$ cat src/rtl/pip_pkg.sv
// Package with the constants, types and codes shared by the point-in-polygon test.
`timescale 1ns / 1ps
`default_nettype none
package pip_pkg;

  localparam int MAX_VERTICES = 64;
  localparam int COORD_WIDTH  = 16;

  // Widths of the fields at the ports.
  localparam int FIELD_W  = 16;
  localparam int VIDX_W   = 6;
  localparam int VCOUNT_W = 7;

  // Coordinates keep at most the field width.
  localparam int CW     = (COORD_WIDTH < FIELD_W) ? COORD_WIDTH : FIELD_W;
  localparam int VTX_W  = 2 * CW;
  localparam int IDX_W  = (MAX_VERTICES > 1) ? $clog2(MAX_VERTICES) : 1;
  localparam int CNT_W  = $clog2(MAX_VERTICES + 1);
  localparam int DIFF_W = CW + 1;
  localparam int PROD_W = 2 * DIFF_W;

  localparam int Q_DEPTH = 4;
  localparam int Q_PTR_W = $clog2(Q_DEPTH);
  localparam int Q_CNT_W = $clog2(Q_DEPTH + 1);

  typedef enum logic {
    OP_LOAD  = 1'b0,
    OP_QUERY = 1'b1
  } opcode_t;

  typedef enum logic [1:0] {
    ST_IDLE,
    ST_READ,
    ST_DRAIN,
    ST_DONE
  } back_state_t;

  typedef struct packed {
    logic signed [CW-1:0] x;
    logic signed [CW-1:0] y;
  } vertex_t;

  // One classified item on its way from the front to the back.
  typedef struct packed {
    logic             is_query;
    logic             write_ok;
    logic [IDX_W-1:0] addr;
    vertex_t          vtx;
  } item_t;

endpackage
`default_nettype wire

$ cat src/rtl/pip_ram.sv
// Generic single-port-write, single-port-read RAM with registered read data.
`timescale 1ns / 1ps
`default_nettype none
module pip_ram #(
  parameter int WIDTH = 32,
  parameter int DEPTH = 64
) (
  input  wire logic                     clk,
  input  wire logic                     we,
  input  wire logic [$clog2(DEPTH)-1:0] waddr,
  input  wire logic [WIDTH-1:0]         wdata,
  input  wire logic                     re,
  input  wire logic [$clog2(DEPTH)-1:0] raddr,
  output logic      [WIDTH-1:0]         rdata
);

  logic [WIDTH-1:0] mem [DEPTH];

  always_ff @(posedge clk) begin
    if (we) begin
      mem[waddr] <= wdata;
    end
    if (re) begin
      rdata <= mem[raddr];
    end
  end

endmodule
`default_nettype wire

$ cat src/rtl/pip_back.sv
// Back end: executes loads into the vertex store and walks the polygon edges for queries.
`timescale 1ns / 1ps
`default_nettype none
module pip_back
  import pip_pkg::*;
(
  input  wire logic                clk,
  input  wire logic                rst,
  input  wire logic [VCOUNT_W-1:0] vertex_count,
  input  wire item_t               head,
  input  wire logic                q_empty,
  output logic                     pop,
  output logic                     out_valid,
  input  wire logic                out_stall,
  output logic                     inside_res
);

  back_state_t state, state_next;

  logic             ram_we;
  logic             ram_re;
  logic [VTX_W-1:0] ram_rdata;
  logic [IDX_W-1:0] rd_addr;
  logic             rd_first;
  logic [CNT_W-1:0] rd_left;
  logic [CNT_W-1:0] n;
  logic             start;
  logic             finish;
  logic             out_free;

  logic signed [CW-1:0] px;
  logic signed [CW-1:0] py;
  logic                 parity;

  vertex_t vtx_a;
  vertex_t prev;
  logic    s1_valid;
  logic    s1_first;

  logic signed [DIFF_W-1:0] py_ay, bx_ax, px_ax, by_ay;
  logic                     cand;

  logic                     s2_valid;
  logic                     s2_cand;
  logic                     s2_dy_pos;
  logic signed [PROD_W-1:0] s2_lhs;
  logic signed [PROD_W-1:0] s2_rhs;
  logic                     crosses;

  assign n = (32'(vertex_count) > MAX_VERTICES) ? CNT_W'(MAX_VERTICES) : CNT_W'(vertex_count);
  assign out_free = !out_valid || !out_stall;

  pip_ram #(
    .WIDTH(VTX_W),
    .DEPTH(MAX_VERTICES)
  ) u_store (
    .clk  (clk),
    .we   (ram_we),
    .waddr(head.addr),
    .wdata(head.vtx),
    .re   (ram_re),
    .raddr(rd_addr),
    .rdata(ram_rdata)
  );

  always_ff @(posedge clk) begin
    if (rst) begin
      state <= ST_IDLE;
    end else begin
      state <= state_next;
    end
  end

  always_comb begin
    state_next = state;
    pop        = 1'b0;
    ram_we     = 1'b0;
    ram_re     = 1'b0;
    start      = 1'b0;
    finish     = 1'b0;
    unique case (state)
      ST_IDLE: begin
        if (!q_empty) begin
          pop = 1'b1;
          if (!head.is_query) begin
            ram_we = head.write_ok;
          end else begin
            start = 1'b1;
            if (n == '0) begin
              state_next = ST_DONE;
            end else begin
              state_next = ST_READ;
            end
          end
        end
      end
      ST_READ: begin
        ram_re = 1'b1;
        if (!rd_first && rd_left == CNT_W'(1)) begin
          state_next = ST_DRAIN;
        end
      end
      ST_DRAIN: begin
        if (!s1_valid && !s2_valid) begin
          state_next = ST_DONE;
        end
      end
      ST_DONE: begin
        if (out_free) begin
          finish     = 1'b1;
          state_next = ST_IDLE;
        end
      end
      default: begin
        state_next = ST_IDLE;
      end
    endcase
  end

  // The walk reads the last vertex first, then vertices 0 to n-1, so every
  // read after the first closes one edge with the vertex read before it.
  always_ff @(posedge clk) begin
    if (start) begin
      px       <= head.vtx.x;
      py       <= head.vtx.y;
      rd_addr  <= IDX_W'(n - 1'b1);
      rd_first <= 1'b1;
      rd_left  <= n;
    end else if (ram_re) begin
      if (rd_first) begin
        rd_first <= 1'b0;
        rd_addr  <= '0;
      end else begin
        rd_addr <= rd_addr + 1'b1;
        rd_left <= rd_left - 1'b1;
      end
    end
  end

  assign vtx_a = vertex_t'(ram_rdata);

  always_comb begin
    py_ay = DIFF_W'(py) - DIFF_W'(vtx_a.y);
    bx_ax = DIFF_W'(prev.x) - DIFF_W'(vtx_a.x);
    px_ax = DIFF_W'(px) - DIFF_W'(vtx_a.x);
    by_ay = DIFF_W'(prev.y) - DIFF_W'(vtx_a.y);
    cand  = ((vtx_a.y < py && prev.y >= py) || (prev.y < py && vtx_a.y >= py)) &&
            (vtx_a.x <= px || prev.x <= px);
  end

  always_ff @(posedge clk) begin
    if (rst) begin
      s1_valid <= 1'b0;
      s2_valid <= 1'b0;
    end else begin
      s1_valid <= ram_re;
      s2_valid <= s1_valid && !s1_first;
    end
  end

  always_ff @(posedge clk) begin
    s1_first <= rd_first;
    if (s1_valid) begin
      prev <= vtx_a;
    end
    s2_cand   <= cand;
    s2_dy_pos <= (prev.y > vtx_a.y);
    s2_lhs    <= PROD_W'(py_ay) * PROD_W'(bx_ax);
    s2_rhs    <= PROD_W'(px_ax) * PROD_W'(by_ay);
  end

  // The sign of dy decides which way the exact cross-multiplied compare goes.
  assign crosses = s2_cand && (s2_dy_pos ? (s2_lhs < s2_rhs) : (s2_lhs > s2_rhs));

  always_ff @(posedge clk) begin
    if (start) begin
      parity <= 1'b0;
    end else if (s2_valid && crosses) begin
      parity <= !parity;
    end
  end

  always_ff @(posedge clk) begin
    if (rst) begin
      out_valid <= 1'b0;
    end else if (finish) begin
      out_valid <= 1'b1;
    end else if (!out_stall) begin
      out_valid <= 1'b0;
    end
  end

  always_ff @(posedge clk) begin
    if (finish) begin
      inside_res <= parity;
    end
  end

endmodule
`default_nettype wire

$ cat config.mk
export PLATFORM = sky130hd
export DESIGN_NAME = pip_back
export DESIGN_NICKNAME = d
export VERILOG_FILES = /design/src/rtl/pip_pkg.sv /design/src/rtl/pip_ram.sv /design/src/rtl/pip_back.sv
export SDC_FILE = /design/constraint.sdc
export NUM_CORES = 2
export LEC_CHECK = 0
export BUFFER_PORTS_ARGS = -buffer_cell sky130_fd_sc_hd__buf_2
export CAP_MARGIN = 25
export CORE_UTILIZATION = 60
export CTS_BUF_LIST = sky130_fd_sc_hd__clkbuf_8
export CTS_CLUSTER_SIZE = 14
export DETAILED_ROUTE_END_ITERATION = 10
export GPL_ROUTABILITY_DRIVEN = 0
export HOLD_SLACK_MARGIN = 0.03
export PLACE_DENSITY = 0.86
export SLEW_MARGIN = 20
export SYNTH_ARGS = -nofsm -noshare
export SYNTH_HDL_FRONTEND = slang
export SYNTH_SLANG_ARGS = --single-unit
$ cat constraint.sdc
create_clock -name clk -period 8.3 [get_ports clk]
set_clock_uncertainty 0.05 [all_clocks]
set_input_delay 0.415 -clock clk [delete_from_list [all_inputs] [get_ports clk]]
set_output_delay 0.415 -clock clk [all_outputs]
set_load 0.1 [all_outputs]
==> flow_metrics.py <==
metrics = {
    "floorplanning": {
        "core_area_mm2": 0.183,
        "chip_height_um": 432,
        "die-width_um": 432,
        "boundaryPins": 54,
        "core.rowCount": 157,
        "initial_utilization_pct": 60.5,
        "design.die.area_mm2": 0.187,
    },
    "logic_synthesis": {
        "synth_xor_xnor_area_share_pct": 1.28,
        "synthTopCellsByArea": "edfxtp_1 58%, fa_1 11%, mux4_2 6.1%",
        "synthesis.nets": 8199,
        "yosys_warnings": 0,
        "mappedNetlistArea_mm2": 0.111,
        "synth.top_cells.by_count": "2158 x edfxtp_1, 766 x inv_1, 596 x fa_1",
        "netlist-cell-type-count": 87,
        "synth.mux.area_fraction_pct": 10.3,
        "ys_seq_elements": 2236,
        "syn-instance-count": 7240,
        "ys_async_sr_fraction_pct": 0,
        "synth-edff-count": 2158,
        "dominantRegCellSynth": "edfxtp_1",
        "synthDominantCellAreaShare_pct": 58.4,
        "synth_largest_area_cell": "edfxtp_1",
        "post_synth_and_or_nand_nor_area_fraction_pct": 4.82,
        "post_synth.cell_area_avg_um2": 15.3,
        "post_synth_fa_ha_maj_area_fraction_pct": 14.3,
        "synth-compound-area-share_pct": 5.68,
        "dominant_combinational_cell_family_by_area_after_synthesis": "adder cells",
        "synthMostInstantiatedCell": "edfxtp_1",
        "synth_sequential_area_ratio_pct": 59.8,
    },
    "cells_and_area": {
        "area.growth.synth_to_final_pct": 10.3,
        "final-seq-area_mm2": 0.0664,
        "layoutNonFillerInstCount": 10300,
        "multi_input_area_mm2": 0.0413,
        "fraction_of_layout_instances_using_a_drive_strength_above_1_pct": 15.3,
        "layout.filler_cells": 11300,
        "finalNetCount": 8593,
        "post_route_standard_cell_area_excluding_fillers_mm2": 0.122,
    },
    "clocking": {
        "cts.clk_slew.worst_paths_ns": 0.06,
        "worst_skew_pair.late_latency_ns": 1.06,
        "cts_tree": "built",
        "cts.path.max_buffers": 4,
        "htree_num_levels": 5,
        "clock_tree.root_cell": "clkbuf_8",
        "clock_sinks": 2236,
        "tritoncts.num_buffers": 344,
    },
    "timing": {
        "finalSetupViolations": 0,
        "max_clock_freq_mhz": 122,
        "period_needed_ns": 8.17,
        "drv_slew": 0,
        "postLayoutSetupSlackWorst_ns": 0.134,
        "unrepaired_setup_endpoints_after_global_routing": "true",
        "post-route-period-util_pct": 98.4,
        "hold_viol": 0,
        "worst-slew-pin-transition_ns": 1.08,
        "max-slew-margin-rel_pct": 27.2,
        "total_negative_setup_slacks_ns": 0,
    },
    "placed_design": {
        "pre_cts_ws_ns": -0.0138,
        "io_buffers": 53,
        "placed_cells": 9691,
        "dpl-instance-area_mm2": 0.116,
        "dp_hpwl_um": 177000,
    },
    "drt": {
        "vias_per_cell": 6.64,
        "routed_wl_um": 299000,
        "drtPass1Iterations": 9,
        "wl_per_cell_um": 29.0,
        "total_drc_errors_in_the_routed_layout": 0,
        "drt_first_iter_violations": 10500,
        "detail_route_antenna_nets": 0,
        "routed-via-count": 68600,
    },
    "grt": {
        "groute.usage.overall_pct": 31.9,
        "grt_start_max_net_pins": 115,
        "initial_antenna_violation_count": 24,
        "total_gr_overflow": 0,
        "first_global_vias": 70300,
        "grt_pass1_wl_um": 435000,
    },
    "setup_path": {
        "critPathMaxFanout": 5,
        "worstReg2RegStart": "py[0]",
        "worst_r2r_path_depth": 30,
        "crit_path_start_kind": "flip-flop",
        "timing.critical_path.slowest_stage_cell": "fa_1",
        "worst_path_most_repeated_cell": "fa_1",
        "crit_arrival_ns": 8.96,
        "r2r_end": "s2_lhs[32]",
        "setup.reg_to_reg.worst_slack_ns": 0.13,
        "cp_data_required_time_ns": 9.09,
        "timing_worst_setup_path_type": "flip-flop to flip-flop",
        "timing.critical_path.to_type": "flip-flop",
        "peak_per_stage_delay_on_the_critical_path_ns": 0.55,
    },
    "hold_path": {
        "min_from": "head[19]",
        "hold_endpoint": "u_store.mem[26][19]",
        "worst_hold_path_type": "primary input to flip-flop",
        "holdPathStages": 2,
    },
    "flow_run": {
        "max_cap_violations": 0,
    },
    "status": {
        "status": "complete, no violations",
    },
}
-- registers in the layout, indices dropped and copies added (netlist names), 2 cells and up --
register / cells
u_store.mem: 2048
s2_rhs: 34
rd_addr: 6
rd_left: 7
prev: 32
s2_lhs: 34
state: 2
px: 16
py: 16
u_store.rdata: 32
-- per-stage QoR --
| step | util (%) | hold WS, ns |
|---|---|---|
| CTS | 66.4 | 0.0312 |
| floorplan | - | 0.321 |
| global route | 66.7 | 0.0752 |
| global placement | 62.9 | 0.328 |
| detailed placement | 63.0 | 0.338 |
| finish | 66.7 | 0.0844 |
-- cell type report --
class	instances	area share, %
flip-flops and latches	2236	54.2
multi-input cells	3925	33.7
clock buffers	351	3.95
well taps	2464	2.52
repair buffers	359	2.41
inverters	768	2.37
clock inverters	211	0.789
diodes	10	0.0204
-- critical path, delay by kind of cell (launching register included) --
kind / cells / cell delay, ns
adders and majority gates: 9 / 3.88
DFF: 1 / 0.41
and+or+nand+nor: 2 / 0.57
xor gates and xnor gates: 1 / 0.14
AOI/OAI and AO/OA: 10 / 2.15
buffers and inverters: 8 / 0.81
-- placed cells by master (no fill, tap or decap), types with 12 or more instances in the layout --
cell type,n
edfxtp_1,2158
inv_1,853
fa_1,588
mux2i_1,464
nand2_1,378
clkbuf_8,351
nor2_1,336
mux4_2,301
ha_1,300
a21oi_1,260
buf_4,241
o221ai_1,223
o22ai_1,124
xnor2_1,101
nor3_1,94
dfxtp_1,78
clkinv_1,73
nor2_4,64
and2_1,62
o21ai_0,56
buf_2,48
xor2_1,44
a211oi_1,44
dlygate4sd3_1,43
a21o_1,42
nor2b_1,40
nand3_1,38
nand2b_1,37
nand4_1,25
o21a_1,24
clkinv_2,20
buf_12,19
and3_1,16
o31ai_1,14
inv_2,13
o21bai_1,13
or3_1,13
a31oi_1,12
-- what timing repair did --
item	in CTS	in global routing
pin swaps	0	47
resized for setup	4	109
setup buffers	2	14
endpoints found under the setup margin	4	25
hold buffers	38	5
cloned	0	0
hold endpoints to repair	619	322
-- layer usage --
layer / vias to the layer above / GRT usage, % / share of wire, %
met5: - / 0 / 0.048
met4: 20 / 18.5 / 6.6
met3: 1257 / 8.74 / 14
met2: 5932 / 50.5 / 47
met1: 33800 / 39.8 / 33
li1: 27600 / - / -
-- kinds of logic (layout without fill, tap and decap cells) --
logic type	Yosys count	after routing
adders and majority gates	908	908
xor gates and xnor gates	158	158
buffers and inverters	1079	1689
DFF	2236	2236
muxes	766	766
other	0	10
AOI/OAI and AO/OA	915	915
and+or+nand+nor	1178	1178
-- worst max-delay path by stage --
stage	end	start	slack, ns	depth (start not counted)
2_1_floorplan	s2_lhs[32]	py[0]	0.40	32
3_3_place_gp	s2_lhs[32]	py[0]	0.1	33
3_5_place_dp	s2_rhs[33]	prev[0]	-0.01	30
4_1_cts	s2_rhs[21]	u_store.rdata[1]	0.03	28
5_1_grt	s2_lhs[33]	py[0]	-0.10	30
6_report	s2_lhs[32]	py[0]	0.13	30
Power is not shown: default switching activity piles up to over one toggle a cycle in this logic, so the estimate is an artifact.
